$ cat src/sv/fenwick_tree_prefix_sum_core_macros.svh
// Assertion macros for the Fenwick tree prefix-sum core.
// Depends on nothing; included by files that carry concurrent assertions.
`ifndef FENWICK_TREE_PREFIX_SUM_CORE_MACROS_SVH
`define FENWICK_TREE_PREFIX_SUM_CORE_MACROS_SVH

`ifndef NO_ASSERTIONS

// Same-cycle implication, checked outside reset.
`define FTPS_ASSERT_IMPLIES(name, clk_s, rst_s, ante, cons) \
    name: assert property (@(posedge clk_s) disable iff (!rst_s) (ante) |-> (cons)) \
        else $error("ftps: same-cycle check failed");

// Next-cycle implication, checked outside reset.
`define FTPS_ASSERT_NEXT(name, clk_s, rst_s, ante, cons) \
    name: assert property (@(posedge clk_s) disable iff (!rst_s) (ante) |=> (cons)) \
        else $error("ftps: next-cycle check failed");

`else

`define FTPS_ASSERT_IMPLIES(name, clk_s, rst_s, ante, cons)
`define FTPS_ASSERT_NEXT(name, clk_s, rst_s, ante, cons)

`endif

`endif

$ cat src/sv/ftps_pkg.sv
// Shared types and constants for the Fenwick tree prefix-sum core.
// No dependencies; imported by every ftps module.
package ftps_pkg;

    localparam int IDX_W   = 10;
    localparam int DATA_W  = 32;
    localparam int TYPE_W  = 2;
    localparam int Q_DEPTH = 2;

    localparam int              DEF_TREE_SIZE    = 1024;
    localparam logic [IDX_W-1:0] DEF_TOP_POSITION = 10'd1023;

    // Request kinds; REQ_NONE also covers an update at position zero.
    typedef enum logic [TYPE_W-1:0] {
        REQ_ADD    = 2'd0,
        REQ_PREFIX = 2'd1,
        REQ_RANGE  = 2'd2,
        REQ_NONE   = 2'd3
    } req_kind_t;

    typedef struct packed {
        req_kind_t               kind;
        logic [IDX_W-1:0]        idx_a;
        logic [IDX_W-1:0]        idx_b;
        logic [DATA_W-1:0]       delta;
    } cmd_t;

    typedef enum logic [1:0] {
        BK_CLEAR,
        BK_IDLE,
        BK_WALK,
        BK_FINISH
    } back_state_t;

    typedef struct packed {
        logic clearing;
        logic idle;
    } back_status_t;

endpackage

$ cat src/sv/ftps_queue.sv
// Short command queue between the front end and the tree walker.
// Depends on ftps_pkg.
module ftps_queue (
    input  logic           clk,
    input  logic           rst_n,
    input  logic           push_valid,
    output logic           push_ready,
    input  ftps_pkg::cmd_t push_cmd,
    output logic           pop_valid,
    input  logic           pop_ready,
    output ftps_pkg::cmd_t pop_cmd
);
    import ftps_pkg::*;

    localparam int PTR_W = (Q_DEPTH > 1) ? $clog2(Q_DEPTH) : 1;
    localparam int CNT_W = $clog2(Q_DEPTH + 1);

    cmd_t              slots_reg [Q_DEPTH];
    logic [PTR_W-1:0]  wr_ptr_reg, wr_ptr_next;
    logic [PTR_W-1:0]  rd_ptr_reg, rd_ptr_next;
    logic [CNT_W-1:0]  count_reg,  count_next;
    logic              do_push, do_pop;

    assign push_ready = (count_reg != CNT_W'(Q_DEPTH));
    assign pop_valid  = (count_reg != '0);
    assign pop_cmd    = slots_reg[rd_ptr_reg];

    assign do_push = push_valid && push_ready;
    assign do_pop  = pop_valid && pop_ready;

    always_comb
    begin
        wr_ptr_next = wr_ptr_reg;
        rd_ptr_next = rd_ptr_reg;
        count_next  = count_reg;
        if (do_push)
        begin
            wr_ptr_next = (wr_ptr_reg == PTR_W'(Q_DEPTH - 1)) ? '0 : wr_ptr_reg + 1'b1;
        end
        if (do_pop)
        begin
            rd_ptr_next = (rd_ptr_reg == PTR_W'(Q_DEPTH - 1)) ? '0 : rd_ptr_reg + 1'b1;
        end
        if (do_push && !do_pop)
        begin
            count_next = count_reg + 1'b1;
        end
        else if (do_pop && !do_push)
        begin
            count_next = count_reg - 1'b1;
        end
    end

    always_ff @(posedge clk or negedge rst_n)
    begin
        if (!rst_n)
        begin
            wr_ptr_reg <= '0;
            rd_ptr_reg <= '0;
            count_reg  <= '0;
        end
        else
        begin
            wr_ptr_reg <= wr_ptr_next;
            rd_ptr_reg <= rd_ptr_next;
            count_reg  <= count_next;
        end
    end

    always_ff @(posedge clk)
    begin
        if (do_push)
        begin
            slots_reg[wr_ptr_reg] <= push_cmd;
        end
    end

endmodule

$ cat config.mk
export PLATFORM = sky130hd
export DESIGN_NAME = ftps_queue
export DESIGN_NICKNAME = d
export VERILOG_FILES = /design/src/sv/fenwick_tree_prefix_sum_core_macros.svh /design/src/sv/ftps_pkg.sv /design/src/sv/ftps_queue.sv
export SDC_FILE = /design/constraint.sdc
export NUM_CORES = 1
export LEC_CHECK = 0
export ABC_CLOCK_PERIOD_IN_PS = 6700
export CAP_MARGIN = 25
export CORE_ASPECT_RATIO = 2
export CORE_MARGIN = 5
export CORE_UTILIZATION = 42
export CTS_BUF_LIST = sky130_fd_sc_hd__clkbuf_8
export DETAILED_ROUTE_END_ITERATION = 10
export DONT_BUFFER_PORTS = 1
export PLACE_DENSITY = 0.66
export SLEW_MARGIN = 10
export SYNTH_ARGS = -nofsm -noshare
export SYNTH_HDL_FRONTEND = slang
export SYNTH_SLANG_ARGS = --single-unit
$ cat constraint.sdc
create_clock -name clk -period 6.7 [get_ports clk]
set_input_delay 1.005 -clock clk [delete_from_list [all_inputs] [get_ports clk]]
set_output_delay 1.005 -clock clk [all_outputs]
set_load 0.01 [all_outputs]
==> key figures, run 1 <==
Status
  – Result of the run: complete, no violations

Synthesis
  – Simple-gate portion of the synthesized area: 0.00778
  – Mean cell area of the mapped netlist: 23.3 um2
  – Synthesized area: 4340 um2
  – Part of the Yosys area used for sequential elements: 0.770
  – Xor/xnor cell area share of the yosys netlist: 0.0101
  – Post-synth net total: 245
  – Main combinational cell family by area after synthesis: multiplexers
  – Synthesis warning total: 0
  – Register bit total from synthesis: 112
  – Ys async rst share: 0.0357
  – Area share of fa/ha/maj cells after synthesis: 0.00288
  – Area share of the largest cell type after synthesis: 0.747
  – Most used DFF post-synth: sky130_fd_sc_hd__edfxtp_1
  – Number of standard cells after synthesis: 186
  – Count of flip-flops with a built-in enable after synthesis: 108
  – Number of unique standard cell types used by synthesis: 15
  – Synth top area cells: sky130_fd_sc_hd__edfxtp_1 (75%), sky130_fd_sc_hd__mux2_4 (17%), sky130_fd_sc_hd__buf_12 (2.3%)
  – Fraction of the mapped netlist area in compound gates: 0
  – Dominant cell type by area after synthesis: sky130_fd_sc_hd__edfxtp_1
  – Share of synthesized area spent on multiplexers: 0.182

Power
  – P_leak: 0.00162 uW
  – Max IR drop VDD: 0.381 mV
  – Overall power after layout: 1990 uW
  – Power density of the placed cells: 432 nW/um2

Worst setup path
  – Required time reported for the critical path endpoint: 5690 ps
  – CP delay by family, top: flip-flops
  – Largest stage delay on the critical path: 1090 ps
  – Data arrival at the endpoint of the critical path: 1950 ps
  – Cell-by-cell listing of the critical path: mux2_2
  – Maximum net fanout on the critical path: 55
  – Slowest-stage cell, CP: sky130_fd_sc_hd__dfrtp_4
  – Critical setup path kind: reg2out
  – Critical path startpoint category: register
  – Crit. End Element: primary output
  – Critical path buffer and inverter count: 0

Global route
  – Total Routing Usage GR: 0.119
  – Number of global-route vias before repair: 1834
  – Wire length of the first global-routing pass: 10500 um
  – Global route overflow: 0
  – Number of antenna violations at the first check in global routing: 0
  – Maximum number of pins on one net before global-route repair: 56

Clock network
  – Clk sink count: 112
  – # hold bufs at CTS: 0
  – TritonCTS clock tree: done
  – Clock-pin transition on the worst setup and hold timing paths: 80 ps
  – Max Buffers Root-to-Sink: 2
  – Number of gates given a new drive strength after cts: 0
  – Post CTS Setup Buffer Count: 0
  – Num CTS Buffers: 9
  – Worst-Skew Late Latency: 360 ps
  – Clock tree root buffer cell: sky130_fd_sc_hd__clkbuf_8
  – Clock H-tree levels: 3

Layout
  – Area growth from synthesis to layout: 6.00%
  – Leading cell type in the layout, fill and taps excluded: sky130_fd_sc_hd__edfxtp_1
  – Commonest cells after routing, fill and taps aside: sky130_fd_sc_hd__edfxtp_1 (108), sky130_fd_sc_hd__mux2_4 (49), sky130_fd_sc_hd__clkbuf_8 (9)
  – Number of filler instances in the final layout: 909
  – Area occupied by multi-input gates: 891 um2
  – Cell area after layout: 4600 um2
  – Net count, final: 252
  – Antenna cells: 0
  – Fraction of final layout cells with drive strength greater than 1: 0.367
  – Final instance count without filler cells: 331
  – Sequential standard cell area: 3350 um2
  – Final core utilization: 0.453
  – Largest register FFs: 108

Die
  – Number of primary I/O pins: 114
  – Die Area: 12600 um2
  – Core Box Area: 10100 um2
  – Chip height: 154 um
  – Width of the die: 81.9 um
  – Num rows: 52
  – Starting density of the core: 0.428

Placed design
  – Placed cells: 317
  – Post-DP HPWL: 4840 um
  – Cell area after placement: 4430 um2
  – Number of I/O port buffers: 0
  – Placer's final routability congestion estimate: 0.696

STA
  – Fraction of the cycle the final worst path needs: 0.440
  – Rel. slew slack: 0.334
  – Final Skew: 14.0 ps
  – Hold Violations, Final: 0
  – Transition time at the pin with the least slew margin: 999 ps
  – Shortest period the worst path allows: 2950 ps
  – Count of endpoints failing setup in the final report: 0
  – Setup repair after global routing missed its margin: false
  – Total Neg Setup Slack: 0 ps
  – Slew Limit Fails: 0
  – Maximum clock frequency: 339 MHz

Drt
  – Number of design-rule violations left by the first detailed-router iteration: 110
  – Vias after detailed routing: 1626
  – Total iterations of the first detailed-routing run: 4
  – DRC violations left: 0
  – Residual antenna-violating net count after detailed routing: 0
  – DRT Wirelength: 7100 um
  – DR WL/cell: 21.4 um
  – Via-to-Cell Ratio: 4.91

Flow run
  – Max Cap Viol: 0

Min path
  – Worst hold-check path type: in2async
==> stage by stage <==
stage          setup slack [ps]  hold slack (ps)
3_3_place_gp               4120              477
5_1_grt                    3650              290
4_1_cts                    3690              307
3_5_place_dp               4110              481
2_1_floorplan              2870              456
6_report                   3750              336
==> cell usage after synthesis (2+ instances only) <==
master / number
sky130_fd_sc_hd__nor2_1: 2
sky130_fd_sc_hd__buf_12: 5
sky130_fd_sc_hd__dfrtp_1: 4
sky130_fd_sc_hd__xor2_1: 2
sky130_fd_sc_hd__mux2_2: 5
sky130_fd_sc_hd__nand2_1: 2
sky130_fd_sc_hd__edfxtp_1: 108
sky130_fd_sc_hd__xnor2_1: 3
sky130_fd_sc_hd__mux2_4: 49
==> final timing paths <==
path	depth (start not counted)	startpoint	slack, ps	end
setup / recovery	1	rd_ptr_reg$_DFFE_PN0P_	3750	pop_cmd[39]
hold / removal	0	rst_n	340	rd_ptr_reg$_DFFE_PN0P_
setup reg to reg	4	count_reg[0]$_DFFE_PN0P_	4550	slots_reg[0][32]$_DFFE_PP_
hold reg to reg	1	count_reg[1]$_DFFE_PN0P_	500	count_reg[1]$_DFFE_PN0P_
max in group asynchronous	0	rst_n	6290	rd_ptr_reg$_DFFE_PN0P_
min in group clk	1	count_reg[1]$_DFFE_PN0P_	500	count_reg[1]$_DFFE_PN0P_
==> cells by family after synthesis <==
logic type / count (synthesis)
adder cells (fa/ha/maj): 1
AND/OR/NAND/NOR: 7
multiplexers: 54
XOR/XNOR: 5
buffers and inverters: 7
flip-flops: 112
==> cell type report <==
type / instances / area share
repair buffers: 2 / 0.00326
clock inverters: 5 / 0.0112
well taps: 135 / 0.0367
clock buffers: 9 / 0.0269
inverters: 1 / 0.000816
flip-flops and latches: 112 / 0.727
multi-input cells: 67 / 0.194
==> report_power, final <==
part	total, uW	switching, uW	internal, uW
Clock	367	200	166
Sequential	1090	130	959
Combinational	533	255	278
==> per-layer routing <==
metal | global-route usage | wire, um | vias to the layer above
met5 | 0 | 0 | -
met4 | 0.0594 | 149 | 0
met3 | 0.0609 | 678 | 11
met2 | 0.210 | 4120 | 61
met1 | 0.107 | 2150 | 823
li1 | - | - | 731
(Power assumes the default switching activity.)
==> run 2: changes to the inputs <==
--- a/config.mk
+++ b/config.mk
@@ -5,7 +5,7 @@
 export SDC_FILE = /design/constraint.sdc
 export NUM_CORES = 1
 export LEC_CHECK = 0
-export ABC_CLOCK_PERIOD_IN_PS = 6700
+export ABC_CLOCK_PERIOD_IN_PS = 2900
 export CAP_MARGIN = 25
 export CORE_ASPECT_RATIO = 2
 export CORE_MARGIN = 5
==> constraint.sdc (replaced) <==
create_clock -name clk -period 2.9 [get_ports clk]
set_input_delay 0.435 -clock clk [delete_from_list [all_inputs] [get_ports clk]]
set_output_delay 0.435 -clock clk [all_outputs]
set_load 0.01 [all_outputs]
==> run 2 against run 1 <==
Effect of this change: critical path depth grew 1; highest routed layer unchanged; die area is the same; core utilization grew 0.58 points; combinational power increased to 2.5 times the previous value; first-iteration DRC count is 25% higher; sequential cell count is the same; non-clock buffer count rose by 4; clock power grew 140%; clock skew increased by 1.4 ps.
==> key figures, run 2 (synthesis results as in run 1) <==
Power
  – Proportion of power drawn by flip-flops and latches: 0.523 (-0.024)
  – Switching part of the total: 0.296 (+0.00158)
  – Part of the power in combinational logic: 0.291 (+0.023)
  – Power dissipated by switching net loads: 1370 uW (+140%)
  – Power density of the placed cells: 997 nW/um2 (+130%)
  – Internal Pwr Total: 3270 uW (+130%)
  – Fraction of power consumed by the clock network: 0.186 (+0.002)
  – P_leak: 0.00165 uW (+1.7%)
  – Max IR drop VDD: 0.537 mV (+41%)

Drt
  – Total iterations of the first detailed-routing run: 4 (unchanged)
  – Residual antenna-violating net count after detailed routing: 0 (unchanged)
  – DRC violations left: 0 (unchanged)
  – Via-to-Cell Ratio: 4.80 (-2.2%)
  – DR WL/cell: 20.8 um (-3.2%)
  – Number of design-rule violations left by the first detailed-router iteration: 138 (+25%)
  – Vias after detailed routing: 1619 (-0.43%)
  – DRT Wirelength: 6990 um (-1.4%)

STA
  – Slew Limit Fails: 0 (unchanged)
  – Maximum clock frequency: 431 MHz
  – Total Neg Setup Slack: 0 ps (unchanged)
  – Setup repair after global routing missed its margin: false
  – Count of endpoints failing setup in the final report: 0 (unchanged)
  – Fraction of the cycle the final worst path needs: 0.800
  – Transition time at the pin with the least slew margin: 573 ps (-427 ps)
  – Rel. slew slack: 0.618 (+0.284)
  – Final Skew: 15.4 ps (+1.40 ps)
  – Hold Violations, Final: 0 (unchanged)
  – Shortest period the worst path allows: 2320 ps

Worst setup path
  – Critical path startpoint category: register
  – FF-to-FF Start: count_reg[0]$_DFFE_PN0P_
  – Number of cells on the worst reg-to-reg path: 4 (unchanged)
  – Critical setup path kind: reg2out
  – Maximum net fanout on the critical path: 30 (-45%)
  – Worst setup slack for register-to-register paths: 1260 ps (-3290 ps)
  – Critical Path Start: rd_ptr_reg$_DFFE_PN0P_
  – Endpoint of the worst setup timing path: pop_cmd[38]
  – Data arrival at the endpoint of the critical path: 1890 ps (-60 ps)
  – Required time reported for the critical path endpoint: 2470 ps (-3220 ps)
  – FF-to-FF End: slots_reg[0][34]$_DFFE_PP_
  – Crit. End Element: primary output

Placed design
  – Number of I/O port buffers: 0 (unchanged)
  – Post-DP HPWL: 4870 um (+0.70%)
  – Placer's final routability congestion estimate: 0.712 (+2.3%)

Layout
  – Antenna cells: 0 (unchanged)
  – Commonest cells after routing, fill and taps aside: sky130_fd_sc_hd__edfxtp_1 (108), sky130_fd_sc_hd__mux2_4 (49), sky130_fd_sc_hd__clkbuf_8 (9)
  – Number of filler instances in the final layout: 886 (-2.5%)
  – Leading cell type in the layout, fill and taps excluded: sky130_fd_sc_hd__edfxtp_1
  – Largest register FFs: 108 (unchanged)
  – Final core utilization: 0.459 (+0.00579)
  – Net count, final: 256 (+1.6%)
  – Area growth from synthesis to layout: 7.35%
  – Fraction of final layout cells with drive strength greater than 1: 0.371 (+0.00394)

Global route
  – Wire length of the first global-routing pass: 10300 um (-2.4%)
  – Maximum number of pins on one net before global-route repair: 31 (-45%)
  – Global route overflow: 0 (unchanged)
  – Number of antenna violations at the first check in global routing: 0 (unchanged)
  – Total Routing Usage GR: 0.116 (-0.00317)
  – Number of global-route vias before repair: 1767 (-3.7%)

Clock network
  – TritonCTS clock tree: done
  – Clock-pin transition on the worst setup and hold timing paths: 100 ps (+20 ps)
  – Post CTS Setup Buffer Count: 0 (unchanged)
  – Num CTS Buffers: 9 (unchanged)
  – Clock tree root buffer cell: sky130_fd_sc_hd__clkbuf_8
  – Clock H-tree levels: 3 (unchanged)
  – Clk sink count: 112 (unchanged)
  – Max Buffers Root-to-Sink: 2 (unchanged)
  – Number of gates given a new drive strength after cts: 0 (unchanged)
  – # hold bufs at CTS: 1 (+1)
  – Worst-Skew Late Latency: 360 ps (about the same)

Die
  – Number of primary I/O pins: 114 (unchanged)
  – Starting density of the core: 0.428 (unchanged)
  – Width of the die: 81.9 um (unchanged)
  – Core Box Area: 10100 um2 (unchanged)
  – Num rows: 52 (unchanged)
  – Chip height: 154 um (unchanged)
  – Die Area: 12600 um2 (unchanged)

Min path
  – Hold Path Depth: 0
  – Worst hold-check path type: in2reg

Flow run
  – Max Cap Viol: 0 (unchanged)

Status
  – Result of the run: complete, no violations
-- run 2: stage by stage --
stage               power [uW]  setup WS [ps]  instances  hold WS [ps]  area [um2]
finish                    4650            580        337           161        4660
global route              4900            467        337           115        4660
CTS                       4740            517        337           134        4660
detailed placement        3870            935        320           140        4460
global placement          3850            939        320           140        4460
floorplan                 3710            371        186           139        4340
-- run 2: worst min path at each step --
stage                       from                    endpoint  slack [ps]
global placement           rst_n    count_reg[0]$_DFFE_PN0P_         140
finish              push_cmd[49]  slots_reg[1][49]$_DFFE_PP_         160
global route        push_cmd[15]  slots_reg[0][15]$_DFFE_PP_         110
floorplan                  rst_n    count_reg[0]$_DFFE_PN0P_         140
detailed placement         rst_n    count_reg[1]$_DFFE_PN0P_         140
CTS                  push_cmd[1]   slots_reg[1][1]$_DFFE_PP_         130
-- run 2: metal layers --
| metal | part of all wire | vias up | GRT usage |
|---|---|---|---|
| li1 | - | 746 | - |
| met2 | 0.58 | 65 | 0.205 |
| met1 | 0.31 | 799 | 0.104 |
| met5 | 0 | - | 0 |
| met3 | 0.094 | 9 | 0.0585 |
| met4 | 0.023 | 0 | 0.0571 |
-- run 2: final cells by class --
class                      count  area, um2  share of cell area
tap                          135        169              0.0363
timing repair buffer           6       60.1              0.0129
inverter                       1       3.75            0.000806
clock buffer                   9        124              0.0266
multi-input combinational     67        891               0.191
clock inverter                 7       65.1              0.0140
sequential                   112       3350               0.718
-- run 2: power by group through the flow --
stage / Sequential (uW) / Combinational [uW] / Clock [uW]
after floorplan: 2340 / 1370 / 0
after global placement: 2450 / 1390 / 0
after detailed placement: 2480 / 1390 / 0
after CTS: 2440 / 1400 / 897
after global routing: 2470 / 1450 / 981
final: 2430 / 1350 / 866
-- run 2: critical path: stages (launching register included) --
cell and delay (ps):
sky130_fd_sc_hd__dfrtp_4 810, sky130_fd_sc_hd__buf_12 300, sky130_fd_sc_hd__mux2_2 400
==> run 3: changes to the inputs <==
--- a/config.mk
+++ b/config.mk
@@ -5,7 +5,7 @@
 export SDC_FILE = /design/constraint.sdc
 export NUM_CORES = 1
 export LEC_CHECK = 0
-export ABC_CLOCK_PERIOD_IN_PS = 2900
+export ABC_CLOCK_PERIOD_IN_PS = 2300
 export CAP_MARGIN = 25
 export CORE_ASPECT_RATIO = 2
 export CORE_MARGIN = 5
==> constraint.sdc (replaced) <==
create_clock -name clk -period 2.3 [get_ports clk]
set_input_delay 0.345 -clock clk [delete_from_list [all_inputs] [get_ports clk]]
set_output_delay 0.345 -clock clk [all_outputs]
set_load 0.01 [all_outputs]
==> run 3 against run 2 <==
Effect of this change: total power rose by 27%; count of clock-buffer cells in the layout unchanged; cell count increased by 0.30%; sequential power is 24% higher; hold slack got worse by 88 ps; clock skew shrank 3.4 ps; setup slack got worse by 280 ps; non-clock buffer count increased by 1.
==> key figures, run 3 (synthesis results as in run 1) <==
STA
  – Setup repair after global routing missed its margin: false
  – Rel. slew slack: 0.739 (+0.121)
  – Transition time at the pin with the least slew margin: 391 ps (-181 ps)
  – Fraction of the cycle the final worst path needs: 0.872
  – Final critical-path setup slack: 295 ps (-285 ps)
  – Slew Limit Fails: 0 (unchanged)
  – Count of endpoints failing setup in the final report: 0 (unchanged)
  – Total Neg Setup Slack: 0 ps (unchanged)
  – Hold Violations, Final: 0 (unchanged)
  – Final Skew: 12.0 ps (-3.40 ps)
  – Maximum clock frequency: 499 MHz
  – Shortest period the worst path allows: 2000 ps

Layout
  – Leading cell type in the layout, fill and taps excluded: sky130_fd_sc_hd__edfxtp_1
  – Antenna cells: 0 (unchanged)
  – Largest register FFs: 108 (unchanged)
  – Net count, final: 257 (+0.39%)
  – Final core utilization: 0.462 (+0.00271)
  – Fraction of final layout cells with drive strength greater than 1: 0.379 (+0.00802)
  – Final instance count without filler cells: 338 (+0.30%)
  – Area growth from synthesis to layout: 7.99%
  – Area occupied by multi-input gates: 891 um2 (unchanged)
  – Sequential standard cell area: 3350 um2 (unchanged)
  – Number of filler instances in the final layout: 882 (-0.45%)
  – Commonest cells after routing, fill and taps aside: sky130_fd_sc_hd__edfxtp_1 (108), sky130_fd_sc_hd__mux2_4 (49), sky130_fd_sc_hd__clkbuf_8 (9)

Clock network
  – Num CTS Buffers: 9 (unchanged)
  – TritonCTS clock tree: done
  – Clock-pin transition on the worst setup and hold timing paths: 100 ps (about the same)
  – Clock H-tree levels: 3 (unchanged)
  – Number of gates given a new drive strength after cts: 0 (unchanged)
  – # hold bufs at CTS: 1 (unchanged)
  – Max Buffers Root-to-Sink: 2 (unchanged)
  – Clk sink count: 112 (unchanged)
  – Post CTS Setup Buffer Count: 0 (unchanged)
  – Clock tree root buffer cell: sky130_fd_sc_hd__clkbuf_8
  – Worst-Skew Late Latency: 360 ps (about the same)

Placed design
  – Number of I/O port buffers: 0 (unchanged)
  – Placed cells: 321 (+0.31%)
  – Placer's final routability congestion estimate: 0.677 (-4.8%)
  – Worst-case setup slack after placement: 656 ps (-280 ps)
  – Post-DP HPWL: 5000 um (+2.5%)

Die
  – Chip height: 154 um (unchanged)
  – Width of the die: 81.9 um (unchanged)
  – Core Box Area: 10100 um2 (unchanged)
  – Number of primary I/O pins: 114 (unchanged)
  – Num rows: 52 (unchanged)
  – Die Area: 12600 um2 (unchanged)
  – Starting density of the core: 0.428 (unchanged)

Drt
  – Vias after detailed routing: 1632 (+0.80%)
  – DR WL/cell: 20.6 um (-0.61%)
  – DRC violations left: 0 (unchanged)
  – Number of design-rule violations left by the first detailed-router iteration: 98 (-29%)
  – Residual antenna-violating net count after detailed routing: 0 (unchanged)
  – DRT Wirelength: 6970 um (-0.31%)
  – Via-to-Cell Ratio: 4.83 (+0.50%)
  – Total iterations of the first detailed-routing run: 4 (unchanged)

Worst setup path
  – FF-to-FF Start: count_reg[0]$_DFFE_PN0P_
  – Crit. End Element: primary output
  – Critical path startpoint category: register
  – Required time reported for the critical path endpoint: 1960 ps (-510 ps)
  – Worst setup slack for register-to-register paths: 660 ps (-600 ps)
  – Data arrival at the endpoint of the critical path: 1660 ps (-230 ps)
  – Critical Path Start: rd_ptr_reg$_DFFE_PN0P_
  – Critical setup path kind: reg2out
  – Maximum net fanout on the critical path: 21 (-30%)

Global route
  – Wire length of the first global-routing pass: 10500 um (+1.9%)
  – Total Routing Usage GR: 0.118 (+0.00140)
  – Maximum number of pins on one net before global-route repair: 30 (-3.2%)
  – Number of antenna violations at the first check in global routing: 0 (unchanged)
  – Number of global-route vias before repair: 1892 (+7.1%)
  – Global route overflow: 0 (unchanged)

Power
  – P_leak: 0.00167 uW (+1.0%)
  – Max IR drop VDD: 1.12 mV (+110%)
  – Power density of the placed cells: 1260 nW/um2 (+27%)

Status
  – Result of the run: complete, no violations

Min path
  – HP Start: push_cmd[40]
  – Worst hold-check path type: in2reg

Flow run
  – Max Cap Viol: 0 (unchanged)
run 3: cell count changes in the layout (fill, tap and decap cells not counted):
cell / change
sky130_fd_sc_hd__clkinv_4: +2
sky130_fd_sc_hd__inv_1: -1
sky130_fd_sc_hd__buf_12: +1
sky130_fd_sc_hd__clkinvlp_4: -2
sky130_fd_sc_hd__inv_6: +1
run 3: worst paths after layout:
check / end / cells past startpoint
hold reg to reg: count_reg[1]$_DFFE_PN0P_ / 1
min in group asynchronous: count_reg[0]$_DFFE_PN0P_ / 1
max in group asynchronous: rd_ptr_reg$_DFFE_PN0P_ / 1
setup / recovery: pop_cmd[34] / 2
hold / removal: slots_reg[0][40]$_DFFE_PP_ / 0
setup reg to reg: count_reg[1]$_DFFE_PN0P_ / 6
run 3: critical path, stage by stage (launching register included):
cell	delay (ps)
sky130_fd_sc_hd__dfrtp_4	660
sky130_fd_sc_hd__buf_12	240
sky130_fd_sc_hd__mux2_2	390
run 3: layout make-up:
type | count | share of cell area
tap | 135 | 0.0360
clock buffer | 9 | 0.0264
multi-input combinational | 67 | 0.190
sequential | 112 | 0.714
timing repair buffer | 7 | 0.0171
clock inverter | 7 | 0.0155
inverter | 1 | 0.000801
run 3: through the flow:
stage / hold slack [ps] / total power, uW / area [um2]
final: 73.2 / 5920 / 4690
after floorplan: 49.4 / 4670 / 4350
after CTS: 44.0 / 6030 / 4690
after detailed placement: 49.6 / 4910 / 4480
after global placement: 49.6 / 4860 / 4480
after global routing: 25.1 / 6230 / 4690
run 3: per-layer routing:
metal,track usage,wire length [um],vias to the layer above,share of wire
met5,0,0,-,0
met4,0.0602,202,0,0.029
met3,0.0650,691,10,0.099
met2,0.204,4010,61,0.58
met1,0.104,2070,816,0.30
li1,-,-,745,-
run 3: where the power goes:
| group | switching (uW) | internal, uW | leakage (uW) | total [uW] |
|---|---|---|---|---|
| sequential | 214 | 2790 | 0.00105 | 3010 |
| combinational | 928 | 870 | 0.000516 | 1800 |
| clock | 608 | 506 | 0.000103 | 1110 |
